## src/sv/dsg_pkg.sv

```systemverilog
// ----------------------------------------------------------------------------
// dsg_pkg
// Shared widths, codes and item types of the distance speed governor.
// ----------------------------------------------------------------------------
package dsg_pkg;

	localparam int DISTANCE_BITS = 12;
	localparam int CFG_W         = 12;
	localparam int GAIN_W        = 8;
	localparam int RATIO_CFG_W   = 8;
	localparam int WHEEL_W       = 10;
	localparam int FRAC_W        = 8;
	localparam int SPEED_FRAC_W  = 4;
	localparam int OUT_W         = 18;
	localparam int IDX_W         = 3;

	localparam int CMP_W   = (DISTANCE_BITS > CFG_W) ? DISTANCE_BITS : CFG_W;
	localparam int TGT_W   = GAIN_W + CMP_W;
	localparam int SPEED_W = CFG_W + SPEED_FRAC_W;
	localparam int RATIO_W = WHEEL_W + FRAC_W;
	localparam int PROD_W  = TGT_W + RATIO_W - FRAC_W;

	localparam logic [OUT_W-1:0] OUT_MAX = '1;

	localparam logic [CFG_W-1:0]       RST_SAFETY   = CFG_W'(150);
	localparam logic [CFG_W-1:0]       RST_DROP     = CFG_W'(150);
	localparam logic [GAIN_W-1:0]      RST_GAIN     = GAIN_W'(24);
	localparam logic [CFG_W-1:0]       RST_STRAIGHT = CFG_W'(150);
	localparam logic [CFG_W-1:0]       RST_KEEP     = CFG_W'(250);
	localparam logic [CFG_W-1:0]       RST_CHANGE   = CFG_W'(300);
	localparam logic [CFG_W-1:0]       RST_MIN      = CFG_W'(40);
	localparam logic [RATIO_CFG_W-1:0] RST_RATIO    = RATIO_CFG_W'(205);

	typedef enum logic [IDX_W-1:0] {
		REG_SAFETY   = 3'd0,
		REG_DROP     = 3'd1,
		REG_GAIN     = 3'd2,
		REG_STRAIGHT = 3'd3,
		REG_KEEP     = 3'd4,
		REG_CHANGE   = 3'd5,
		REG_MIN      = 3'd6,
		REG_RATIO    = 3'd7
	} reg_idx_t;

	typedef enum logic [1:0] {
		MODE_STRAIGHT = 2'd0,
		MODE_RIGHT    = 2'd1,
		MODE_LEFT     = 2'd2,
		MODE_OTHER    = 2'd3
	} mode_t;

	localparam logic [1:0] LANE_KEEP   = 2'd0;
	localparam logic [1:0] LANE_SWITCH = 2'd1;

	typedef struct packed {
		logic [DISTANCE_BITS-1:0] obstacle_range;
		logic [1:0]               drive_mode;
		logic [1:0]               lane_function;
		logic [WHEEL_W-1:0]       left_wheel_speed;
		logic [WHEEL_W-1:0]       right_wheel_speed;
		logic                     hold_stop;
	} in_item_t;

	typedef struct packed {
		logic [OUT_W-1:0] left_target;
		logic [OUT_W-1:0] right_target;
		logic             command_valid;
		logic             stop_state;
		logic             emergency_brake;
		logic             reverse_motor;
	} out_item_t;

	typedef struct packed {
		logic [CFG_W-1:0]       stop_range;
		logic [CFG_W-1:0]       sudden_drop;
		logic [GAIN_W-1:0]      gain;
		logic [CFG_W-1:0]       straight_max;
		logic [CFG_W-1:0]       keep_max;
		logic [CFG_W-1:0]       change_max;
		logic [CFG_W-1:0]       speed_floor;
		logic [RATIO_CFG_W-1:0] default_ratio;
	} cfg_t;

	typedef struct packed {
		logic load_in;
		logic eval;
		logic clamp;
		logic div_start;
		logic scale;
		logic load_out;
	} cmd_t;

	typedef struct packed {
		logic need_div;
		logic need_scale;
		logic div_done;
	} sts_t;

	function automatic logic [OUT_W-1:0] sat_out(input logic [PROD_W-1:0] v);
		logic [OUT_W-1:0] r;
		r = (v > PROD_W'(OUT_MAX)) ? OUT_MAX : v[OUT_W-1:0];
		return r;
	endfunction

endpackage

```

## src/sv/dsg_in_if.sv

```systemverilog
// ----------------------------------------------------------------------------
// dsg_in_if
// Valid/ready channel that carries one control tick item per beat.
// ----------------------------------------------------------------------------
interface dsg_in_if;
	logic               valid;
	logic               ready;
	dsg_pkg::in_item_t  data;

	modport source (output valid, output data, input ready);
	modport sink (input valid, input data, output ready);
endinterface

```

## src/sv/dsg_out_if.sv

```systemverilog
// ----------------------------------------------------------------------------
// dsg_out_if
// Valid/ready channel that carries one wheel speed command per beat.
// ----------------------------------------------------------------------------
interface dsg_out_if;
	logic               valid;
	logic               ready;
	dsg_pkg::out_item_t data;

	modport source (output valid, output data, input ready);
	modport sink (input valid, input data, output ready);
endinterface

```

## src/sv/dsg_cfg.sv

```systemverilog
// ----------------------------------------------------------------------------
// dsg_cfg
// Configuration register file written through a plain indexed write port.
// ----------------------------------------------------------------------------
module dsg_cfg (
	input  logic                         clk,
	input  logic                         arst_n,
	input  logic                         cfg_we,
	input  logic [dsg_pkg::IDX_W-1:0]    cfg_index,
	input  logic [dsg_pkg::CFG_W-1:0]    cfg_data,
	output dsg_pkg::cfg_t                cfg
);
	import dsg_pkg::*;

	cfg_t cfg_q;

	always_ff @(posedge clk or negedge arst_n) begin
		if (!arst_n) begin
			cfg_q.stop_range      <= RST_SAFETY;
			cfg_q.sudden_drop     <= RST_DROP;
			cfg_q.gain            <= RST_GAIN;
			cfg_q.straight_max    <= RST_STRAIGHT;
			cfg_q.keep_max        <= RST_KEEP;
			cfg_q.change_max      <= RST_CHANGE;
			cfg_q.speed_floor     <= RST_MIN;
			cfg_q.default_ratio   <= RST_RATIO;
		end else if (cfg_we) begin
			unique case (reg_idx_t'(cfg_index))
				REG_SAFETY:   cfg_q.stop_range      <= cfg_data;
				REG_DROP:     cfg_q.sudden_drop     <= cfg_data;
				REG_GAIN:     cfg_q.gain            <= cfg_data[GAIN_W-1:0];
				REG_STRAIGHT: cfg_q.straight_max    <= cfg_data;
				REG_KEEP:     cfg_q.keep_max        <= cfg_data;
				REG_CHANGE:   cfg_q.change_max      <= cfg_data;
				REG_MIN:      cfg_q.speed_floor     <= cfg_data;
				REG_RATIO:    cfg_q.default_ratio   <= cfg_data[RATIO_CFG_W-1:0];
				default:      cfg_q.stop_range      <= cfg_q.stop_range;
			endcase
		end
	end

	assign cfg = cfg_q;

endmodule

```

## src/sv/dsg_div.sv

```systemverilog
// ----------------------------------------------------------------------------
// dsg_div
// Restoring divider for the wheel ratio, one quotient bit per cycle.
// ----------------------------------------------------------------------------
module dsg_div (
	input  logic                           clk,
	input  logic                           arst_n,
	input  logic                           start,
	input  logic [dsg_pkg::WHEEL_W-1:0]    num,
	input  logic [dsg_pkg::WHEEL_W-1:0]    den,
	output logic [dsg_pkg::RATIO_W-1:0]    quotient,
	output logic                           done
);
	import dsg_pkg::*;

	localparam int CNT_W = $clog2(RATIO_W + 1);

	logic [CNT_W-1:0]   cnt_q;
	logic [WHEEL_W-1:0] rem_q;
	logic [RATIO_W-1:0] quo_q;
	logic [WHEEL_W:0]   rem_sh;
	logic [WHEEL_W:0]   rem_sub;
	logic               ge;

	assign rem_sh  = {rem_q, quo_q[RATIO_W-1]};
	assign ge      = rem_sh >= {1'b0, den};
	assign rem_sub = rem_sh - {1'b0, den};

	always_ff @(posedge clk or negedge arst_n) begin
		if (!arst_n) begin
			cnt_q <= '0;
		end else if (start) begin
			cnt_q <= CNT_W'(RATIO_W);
		end else if (cnt_q != '0) begin
			cnt_q <= cnt_q - CNT_W'(1);
		end
	end

	always_ff @(posedge clk) begin
		if (start) begin
			rem_q <= '0;
			quo_q <= {num, {FRAC_W{1'b0}}};
		end else if (cnt_q != '0) begin
			rem_q <= ge ? rem_sub[WHEEL_W-1:0] : rem_sh[WHEEL_W-1:0];
			quo_q <= {quo_q[RATIO_W-2:0], ge};
		end
	end

	assign quotient = quo_q;
	assign done     = (cnt_q == '0);

endmodule

```

## src/sv/dsg_dp.sv

```systemverilog
// ----------------------------------------------------------------------------
// dsg_dp
// Datapath: distance checks, latched flags, target speed, clamp and wheel scaling.
// ----------------------------------------------------------------------------
module dsg_dp (
	input  logic                clk,
	input  logic                arst_n,
	input  dsg_pkg::cfg_t       cfg,
	input  dsg_pkg::cmd_t       cmd,
	input  dsg_pkg::in_item_t   item_data,
	output dsg_pkg::sts_t       sts,
	output dsg_pkg::out_item_t  result
);
	import dsg_pkg::*;

	logic [DISTANCE_BITS-1:0] dist_q;
	mode_t                    mode_q;
	logic [1:0]               lane_q;
	logic [WHEEL_W-1:0]       lw_q;
	logic [WHEEL_W-1:0]       rw_q;
	logic                     hold_q;

	logic [DISTANCE_BITS-1:0] prev_q;
	logic                     stop_q;
	logic                     emerg_q;
	logic                     rev_q;

	logic [TGT_W-1:0]         target_q;
	logic [PROD_W-1:0]        inner_q;
	out_item_t                result_q;

	logic [CMP_W-1:0]         dist_x;
	logic [CMP_W-1:0]         prev_x;
	logic [CMP_W-1:0]         safety_x;
	logic [CMP_W-1:0]         drop_x;
	logic [CMP_W-1:0]         clear_x;
	logic                     sudden;
	logic                     close;

	logic                     ceil_on;
	logic [SPEED_W-1:0]       ceil_v;
	logic [SPEED_W-1:0]       floor_v;

	logic                     turn;
	logic [WHEEL_W-1:0]       num;
	logic [WHEEL_W-1:0]       den;
	logic                     den_zero;
	logic [RATIO_W-1:0]       quotient;
	logic [RATIO_W-1:0]       ratio;
	logic                     div_done;
	logic [TGT_W+RATIO_W-1:0] product;

	logic [PROD_W-1:0]        tgt_w;
	logic [OUT_W-1:0]         tgt_sat;
	logic [OUT_W-1:0]         inner_sat;
	out_item_t                result_d;

	assign dist_x   = CMP_W'(dist_q);
	assign prev_x   = CMP_W'(prev_q);
	assign safety_x = CMP_W'(cfg.stop_range);
	assign drop_x   = CMP_W'(cfg.sudden_drop);
	assign clear_x  = dist_x - safety_x;
	assign sudden   = (prev_x > dist_x) && ((prev_x - dist_x) > drop_x) && (dist_x < safety_x);
	assign close    = (dist_x <= safety_x);

	always_comb begin
		ceil_on = 1'b1;
		ceil_v  = '0;
		priority if (mode_q == MODE_STRAIGHT) begin
			ceil_v = {cfg.straight_max, {SPEED_FRAC_W{1'b0}}};
		end else if (lane_q == LANE_KEEP) begin
			ceil_v = {cfg.keep_max, {SPEED_FRAC_W{1'b0}}};
		end else if (lane_q == LANE_SWITCH) begin
			ceil_v = {cfg.change_max, {SPEED_FRAC_W{1'b0}}};
		end else begin
			ceil_on = 1'b0;
		end
	end

	assign floor_v = {cfg.speed_floor, {SPEED_FRAC_W{1'b0}}};

	assign turn     = (mode_q == MODE_RIGHT) || (mode_q == MODE_LEFT);
	assign num      = (mode_q == MODE_RIGHT) ? rw_q : lw_q;
	assign den      = (mode_q == MODE_RIGHT) ? lw_q : rw_q;
	assign den_zero = (den == '0);
	assign ratio    = den_zero ? RATIO_W'(cfg.default_ratio) : quotient;
	assign product  = (TGT_W+RATIO_W)'(target_q) * (TGT_W+RATIO_W)'(ratio);

	dsg_div u_div (
		.clk      (clk),
		.arst_n   (arst_n),
		.start    (cmd.div_start),
		.num      (num),
		.den      (den),
		.quotient (quotient),
		.done     (div_done)
	);

	assign sts.need_div   = turn && !stop_q && !den_zero;
	assign sts.need_scale = turn && !stop_q;
	assign sts.div_done   = div_done;

	always_ff @(posedge clk) begin
		if (cmd.load_in) begin
			dist_q <= item_data.obstacle_range;
			mode_q <= mode_t'(item_data.drive_mode);
			lane_q <= item_data.lane_function;
			lw_q   <= item_data.left_wheel_speed;
			rw_q   <= item_data.right_wheel_speed;
			hold_q <= item_data.hold_stop;
		end
	end

	always_ff @(posedge clk or negedge arst_n) begin
		if (!arst_n) begin
			prev_q  <= '0;
			stop_q  <= 1'b0;
			emerg_q <= 1'b0;
		end else if (cmd.eval) begin
			prev_q <= dist_q;
			priority if (sudden) begin
				stop_q  <= 1'b1;
				emerg_q <= 1'b1;
			end else if (close) begin
				stop_q <= 1'b1;
			end else begin
				if (!hold_q) begin
					stop_q <= 1'b0;
				end
				emerg_q <= 1'b0;
			end
		end
	end

	always_ff @(posedge clk) begin
		if (cmd.eval) begin
			rev_q    <= sudden;
			target_q <= close ? '0 : TGT_W'(cfg.gain) * TGT_W'(clear_x);
		end else if (cmd.clamp) begin
			if (ceil_on && !stop_q) begin
				priority if (target_q > TGT_W'(ceil_v)) begin
					target_q <= TGT_W'(ceil_v);
				end else if (target_q < TGT_W'(floor_v)) begin
					target_q <= TGT_W'(floor_v);
				end else begin
					target_q <= target_q;
				end
			end
		end
		if (cmd.scale) begin
			inner_q <= product[TGT_W+RATIO_W-1:FRAC_W];
		end
	end

	assign tgt_w     = PROD_W'(target_q);
	assign tgt_sat   = sat_out(tgt_w);
	assign inner_sat = sat_out(inner_q);

	always_comb begin
		result_d                 = '0;
		result_d.command_valid   = 1'b1;
		result_d.stop_state      = stop_q;
		result_d.emergency_brake = emerg_q;
		result_d.reverse_motor   = rev_q;
		if (!stop_q) begin
			unique case (mode_q)
				MODE_STRAIGHT: begin
					result_d.left_target  = tgt_sat;
					result_d.right_target = tgt_sat;
				end
				MODE_RIGHT: begin
					result_d.left_target  = tgt_sat;
					result_d.right_target = inner_sat;
				end
				MODE_LEFT: begin
					result_d.left_target  = inner_sat;
					result_d.right_target = tgt_sat;
				end
				MODE_OTHER: begin
					result_d.command_valid = 1'b0;
				end
				default: begin
					result_d.command_valid = 1'b0;
				end
			endcase
		end
	end

	always_ff @(posedge clk) begin
		if (cmd.load_out) begin
			result_q <= result_d;
		end
	end

	assign result = result_q;

endmodule

```

## src/sv/dsg_ctrl.sv

```systemverilog
// ----------------------------------------------------------------------------
// dsg_ctrl
// Sequencer that steps one tick item through the datapath and owns the handshakes.
// ----------------------------------------------------------------------------
module dsg_ctrl (
	input  logic           clk,
	input  logic           arst_n,
	input  logic           in_valid,
	output logic           in_ready,
	output logic           out_valid,
	input  logic           out_ready,
	input  dsg_pkg::sts_t  sts,
	output dsg_pkg::cmd_t  cmd
);
	import dsg_pkg::*;

	typedef enum logic [5:0] {
		S_IDLE  = 6'b000001,
		S_EVAL  = 6'b000010,
		S_CLAMP = 6'b000100,
		S_DIV   = 6'b001000,
		S_SCALE = 6'b010000,
		S_DONE  = 6'b100000
	} state_t;

	state_t state_q;
	state_t state_d;
	logic   out_valid_q;
	logic   out_free;

	assign out_free = !out_valid_q || out_ready;
	assign in_ready = (state_q == S_IDLE);

	always_comb begin
		state_d = state_q;
		cmd     = '0;
		unique case (state_q)
			S_IDLE: begin
				cmd.load_in = in_valid;
				if (in_valid) begin
					state_d = S_EVAL;
				end
			end
			S_EVAL: begin
				cmd.eval = 1'b1;
				state_d  = S_CLAMP;
			end
			S_CLAMP: begin
				cmd.clamp     = 1'b1;
				cmd.div_start = sts.need_div;
				priority if (sts.need_div) begin
					state_d = S_DIV;
				end else if (sts.need_scale) begin
					state_d = S_SCALE;
				end else begin
					state_d = S_DONE;
				end
			end
			S_DIV: begin
				if (sts.div_done) begin
					state_d = S_SCALE;
				end
			end
			S_SCALE: begin
				cmd.scale = 1'b1;
				state_d   = S_DONE;
			end
			S_DONE: begin
				cmd.load_out = out_free;
				if (out_free) begin
					state_d = S_IDLE;
				end
			end
			default: begin
				state_d = S_IDLE;
			end
		endcase
	end

	always_ff @(posedge clk or negedge arst_n) begin
		if (!arst_n) begin
			state_q     <= S_IDLE;
			out_valid_q <= 1'b0;
		end else begin
			state_q <= state_d;
			if (cmd.load_out) begin
				out_valid_q <= 1'b1;
			end else if (out_ready) begin
				out_valid_q <= 1'b0;
			end
		end
	end

	assign out_valid = out_valid_q;

endmodule

```

## src/sv/distance_speed_governor.sv

```systemverilog
// ----------------------------------------------------------------------------
// distance_speed_governor
// Per-tick wheel speed governor driven by the front distance to an obstacle.
// ----------------------------------------------------------------------------
// One tick item is worked on at a time. A straight, other-mode or stopped
// tick goes from the accepting beat through the evaluate, clamp and done
// states; a turn with a zero reference wheel adds the scale state, and a turn
// that needs the measured wheel ratio also waits in the divide state for the
// restoring divider, which produces one of the eighteen ratio bits per cycle.
// The next tick can be accepted in the cycle after the result is loaded. The
// result sits in an output register, so the next tick is taken while it waits.
// Configuration registers are written through the indexed write port.
module distance_speed_governor (
	input  logic                         clk,
	input  logic                         arst_n,
	input  logic                         cfg_we,
	input  logic [dsg_pkg::IDX_W-1:0]    cfg_index,
	input  logic [dsg_pkg::CFG_W-1:0]    cfg_data,
	dsg_in_if.sink                       item,
	dsg_out_if.source                    result
);
	import dsg_pkg::*;

	cfg_t cfg;
	cmd_t cmd;
	sts_t sts;

	dsg_cfg u_cfg (
		.clk       (clk),
		.arst_n    (arst_n),
		.cfg_we    (cfg_we),
		.cfg_index (cfg_index),
		.cfg_data  (cfg_data),
		.cfg       (cfg)
	);

	dsg_ctrl u_ctrl (
		.clk       (clk),
		.arst_n    (arst_n),
		.in_valid  (item.valid),
		.in_ready  (item.ready),
		.out_valid (result.valid),
		.out_ready (result.ready),
		.sts       (sts),
		.cmd       (cmd)
	);

	dsg_dp u_dp (
		.clk       (clk),
		.arst_n    (arst_n),
		.cfg       (cfg),
		.cmd       (cmd),
		.item_data (item.data),
		.sts       (sts),
		.result    (result.data)
	);

endmodule
```

## src/flat_wrapper.sv

```systemverilog
// flat-port wrapper written by rule: the top's interface ports become plain ports
module distance_speed_governor_flat import dsg_pkg::*;
  (clk, arst_n, cfg_we, cfg_index, cfg_data, item_valid, item_data, item_ready, result_valid, result_data, result_ready);
  dsg_in_if item_i ();
  dsg_out_if result_i ();
  input  logic clk;
  input  logic arst_n;
  input  logic cfg_we;
  input  logic [dsg_pkg::IDX_W-1:0] cfg_index;
  input  logic [dsg_pkg::CFG_W-1:0] cfg_data;
  input wire logic [$bits(item_i.valid)-1:0] item_valid;
  input wire logic [$bits(item_i.data)-1:0] item_data;
  output wire logic [$bits(item_i.ready)-1:0] item_ready;
  output wire logic [$bits(result_i.valid)-1:0] result_valid;
  output wire logic [$bits(result_i.data)-1:0] result_data;
  input wire logic [$bits(result_i.ready)-1:0] result_ready;
  assign item_i.valid = item_valid;
  assign item_i.data = item_data;
  assign item_ready = item_i.ready;
  assign result_valid = result_i.valid;
  assign result_data = result_i.data;
  assign result_i.ready = result_ready;
  distance_speed_governor u_core (.clk(clk), .arst_n(arst_n), .cfg_we(cfg_we), .cfg_index(cfg_index), .cfg_data(cfg_data), .item(item_i), .result(result_i));
endmodule
```

## config.mk

```make
export PLATFORM = sky130hd
export DESIGN_NAME = distance_speed_governor_flat
export DESIGN_NICKNAME = d
export VERILOG_FILES = /design/src/sv/dsg_pkg.sv /design/src/sv/dsg_in_if.sv /design/src/sv/dsg_out_if.sv /design/src/sv/dsg_cfg.sv /design/src/sv/dsg_div.sv /design/src/sv/dsg_dp.sv /design/src/sv/dsg_ctrl.sv /design/src/sv/distance_speed_governor.sv /design/src/flat_wrapper.sv
export SDC_FILE = /design/constraint.sdc
export NUM_CORES = 2
export LEC_CHECK = 0
export BUFFER_PORTS_ARGS = -buffer_cell sky130_fd_sc_hd__buf_4
export CORE_MARGIN = 4
export CORE_UTILIZATION = 60
export DETAILED_ROUTE_END_ITERATION = 6
export PLACE_DENSITY_LB_ADDON = 0.12
export SKIP_LAST_GASP = 1
export SLEW_MARGIN = 30
export SYNTH_ARGS = -nofsm -noshare
export SYNTH_HDL_FRONTEND = slang
export SYNTH_HIERARCHICAL = 1
export SYNTH_SLANG_ARGS = --single-unit
```

## constraint.sdc

```tcl
create_clock -name clk -period 22.1 [get_ports clk]
set_input_delay 1.105 -clock clk [delete_from_list [all_inputs] [get_ports clk]]
set_output_delay 1.105 -clock clk [all_outputs]
set_load 0.05 [all_outputs]
```

==> metrics.yaml <==
status: "finished clean"
yosysMostFrequentCell: "inv_1"
fin_crit_ns: 8.94
period_share: 0.405
dpl.hpwl_mm: 53.5
crit_fanout: 22
end_kind: "flip-flop"
slowest_stage: "ha_1"
setup_viol: 0
drtIter0Drc: 1517
area_growth_syn_to_layout_pct: 8.10
r2r_cells: 26
place_ws_ns: 12.78
grt_use_met2: 0.467
clock_sinks: 270
syn-mean-instance-area_um2: 9.98
cpPeakStageDelay_ns: 0.74
globalplace.congestion: 0.928
cts_resized: 0
maxCapViolations: 0
die_w_um: 226
drive_gt1_frac: 0.136
start_kind: "flip-flop"
synth.distinct_cells: 98
maxSlewHeadroom: 0.340
grt_overflow: 0
crit_required_ns: 22.48
hold_path_class: "flip-flop to flip-flop"
drt_wl_total_mm: 70.8
start_util: 0.610
grt_pass1_vias: 21900
grt_max_degree: 77
io_buffers: 98
synthArstFlopShare: 0.422
dieArea_um2: 51200
yosysTopAreaCellShare: 0.244
wire_per_inst_um: 20.1
clk_pin_slew_ns: 0.06
layout.nets: 3518
grtUsageMet1: 0.391
worst_pin_slew_ns: 0.990
fillCellCount: 3726
clk_latency_ns: 0.60
ant_nets: 0
grt_pass1_wl_mm: 114
grt_setup_unrepaired: "no"
holdBufCountCts: 0
row_count: 79
grt_use_total: 0.280
ys_top_cells_by_area: "fa_1, edfxtp_1, ha_1, dfrtp_1, inv_1"
antenna_found_initial: 0
cts_inserted_buffers: 30
hold_depth: 0
synth_fp_nets: 3492
drc_errors: 0
finalMaxSlewViolations: 0
finClkSkew_ns: 0.0431
clock_path_buffers: 3
synth-seq-cells: 270
synth_ff_type: "edfxtp_1"
finalHoldViolCount: 0
fmaxAchievable_mhz: 112
ios: 99
synthTopCellsByCount: "inv_1, fa_1, nand2_1"
cts_setup_buffers: 0
worstSetupPathType: "flip-flop to flip-flop"
ys_seq_area_frac: 0.259
setup_ws_ns: 13.16
die_y_um: 226
top_usage_layer: "met2"
cts_tree: "done"
synthCells: 2862
cp_common_cell: "fa_1"
synth_edf_count: 138
cts_max_level: 1
use_met3: 0.0434
synthesis.area_um2: 28600
vias: 20800
core_area_um2: 46900
critical_path_arrival_ns: 9.32
fin_tns_setup_ns: 0
cts-root-buf: "clkbuf_16"
vias_per_cell: 5.90
detail_route.first_pass.iterations: 5
yosys.area.top_type: "fa_1"
synth-warning-count: 6
critical path, delay by kind of cell (launching register included):
kind	cells	cell delay (ns)
AO/OA/AOI/OAI	5	1.09
adder cells (fa/ha/maj)	8	4.09
buffers and inverters	6	0.57
flip-flops	1	0.43
multiplexers	2	1.09
AND/OR/NAND/NOR	5	1.45
per-stage QoR:
step	instance area, um^2	hold WS [ns]	utilization	std cells
CTS	30800	0.441	0.657	3512
floorplan	28600	0.400	-	2862
global route	30900	0.462	0.659	3519
detailed placement	29700	0.417	0.634	3456
finish	30900	0.440	0.659	3520
global placement	29700	0.428	0.633	3453
area by class of cell:
class	count	area (um^2)	share of cell area
timing repair buffer	130	1040	0.0337
clock buffer	40	840	0.0272
multi-input combinational	1976	18800	0.609
inverter	480	1800	0.0583
sequential	270	7400	0.239
clock inverter	16	228	0.00737
antenna	1	2.50	0.0000810
tap	607	759	0.0246
layer usage:
| metal | vias to the layer above | part of all wire |
|---|---|---|
| met5 | - | 0 |
| met4 | 0 | 0.023 |
| met3 | 123 | 0.066 |
| met2 | 777 | 0.48 |
| met1 | 10600 | 0.43 |
| li1 | 9329 | - |
path summary, 6_finish.rpt:
check	start	to	slack [ns]
setup / recovery	u_core/u_dp/mode_q[1]	u_core/u_dp/inner_q[25]	13.16
hold / removal	u_core/u_dp/rev_q	u_core/u_dp/result[0]	0.44
setup reg to reg	u_core/u_dp/mode_q[1]	u_core/u_dp/inner_q[25]	13.16
hold reg to reg	u_core/u_dp/rev_q	u_core/u_dp/result[0]	0.44
max in group asynchronous	arst_n	u_core/u_cfg/cfg[5]	20.58
min in group asynchronous	arst_n	u_core/u_cfg/cfg[75]	0.47
cells in the final DEF, fill, tap and decap left out, types with 115 or more instances in the layout:
| master | instances |
|---|---|
| nand2_1 | 324 |
| a21oi_1 | 115 |
| edfxtp_1 | 138 |
| o21ai_0 | 118 |
| buf_4 | 119 |
| fa_1 | 349 |
| mux2_2 | 117 |
| inv_1 | 478 |
| ha_1 | 224 |
| and2_1 | 153 |
cell families after synthesis:
family	after synthesis	synth area share
simple gates	776	0.139
buf+inv	616	0.0843
fa+ha+maj	573	0.343
compound gates	398	0.0888
flops	270	0.259
mux	161	0.0654
xor+xnor	68	0.0208
state kept, by name (all words and copies together) (netlist names), 5 cells and up:
name / flops
u_core/u_cfg/cfg: 88
u_core/u_dp/result: 40
u_core/u_dp/inner_q: 30
u_core/u_dp/target_q: 20
u_core/u_dp/u_div/quotient: 18
u_core/u_dp/dist_q: 12
u_core/u_dp/prev_q: 12
u_core/u_dp/lw_q: 10
u_core/u_dp/rw_q: 10
u_core/u_dp/u_div/rem_q: 10
u_core/u_ctrl/state_q: 6
u_core/u_dp/u_div/cnt_q: 5
Power is not shown: default switching activity piles up to over one toggle a cycle in this logic, so the estimate is an artifact.
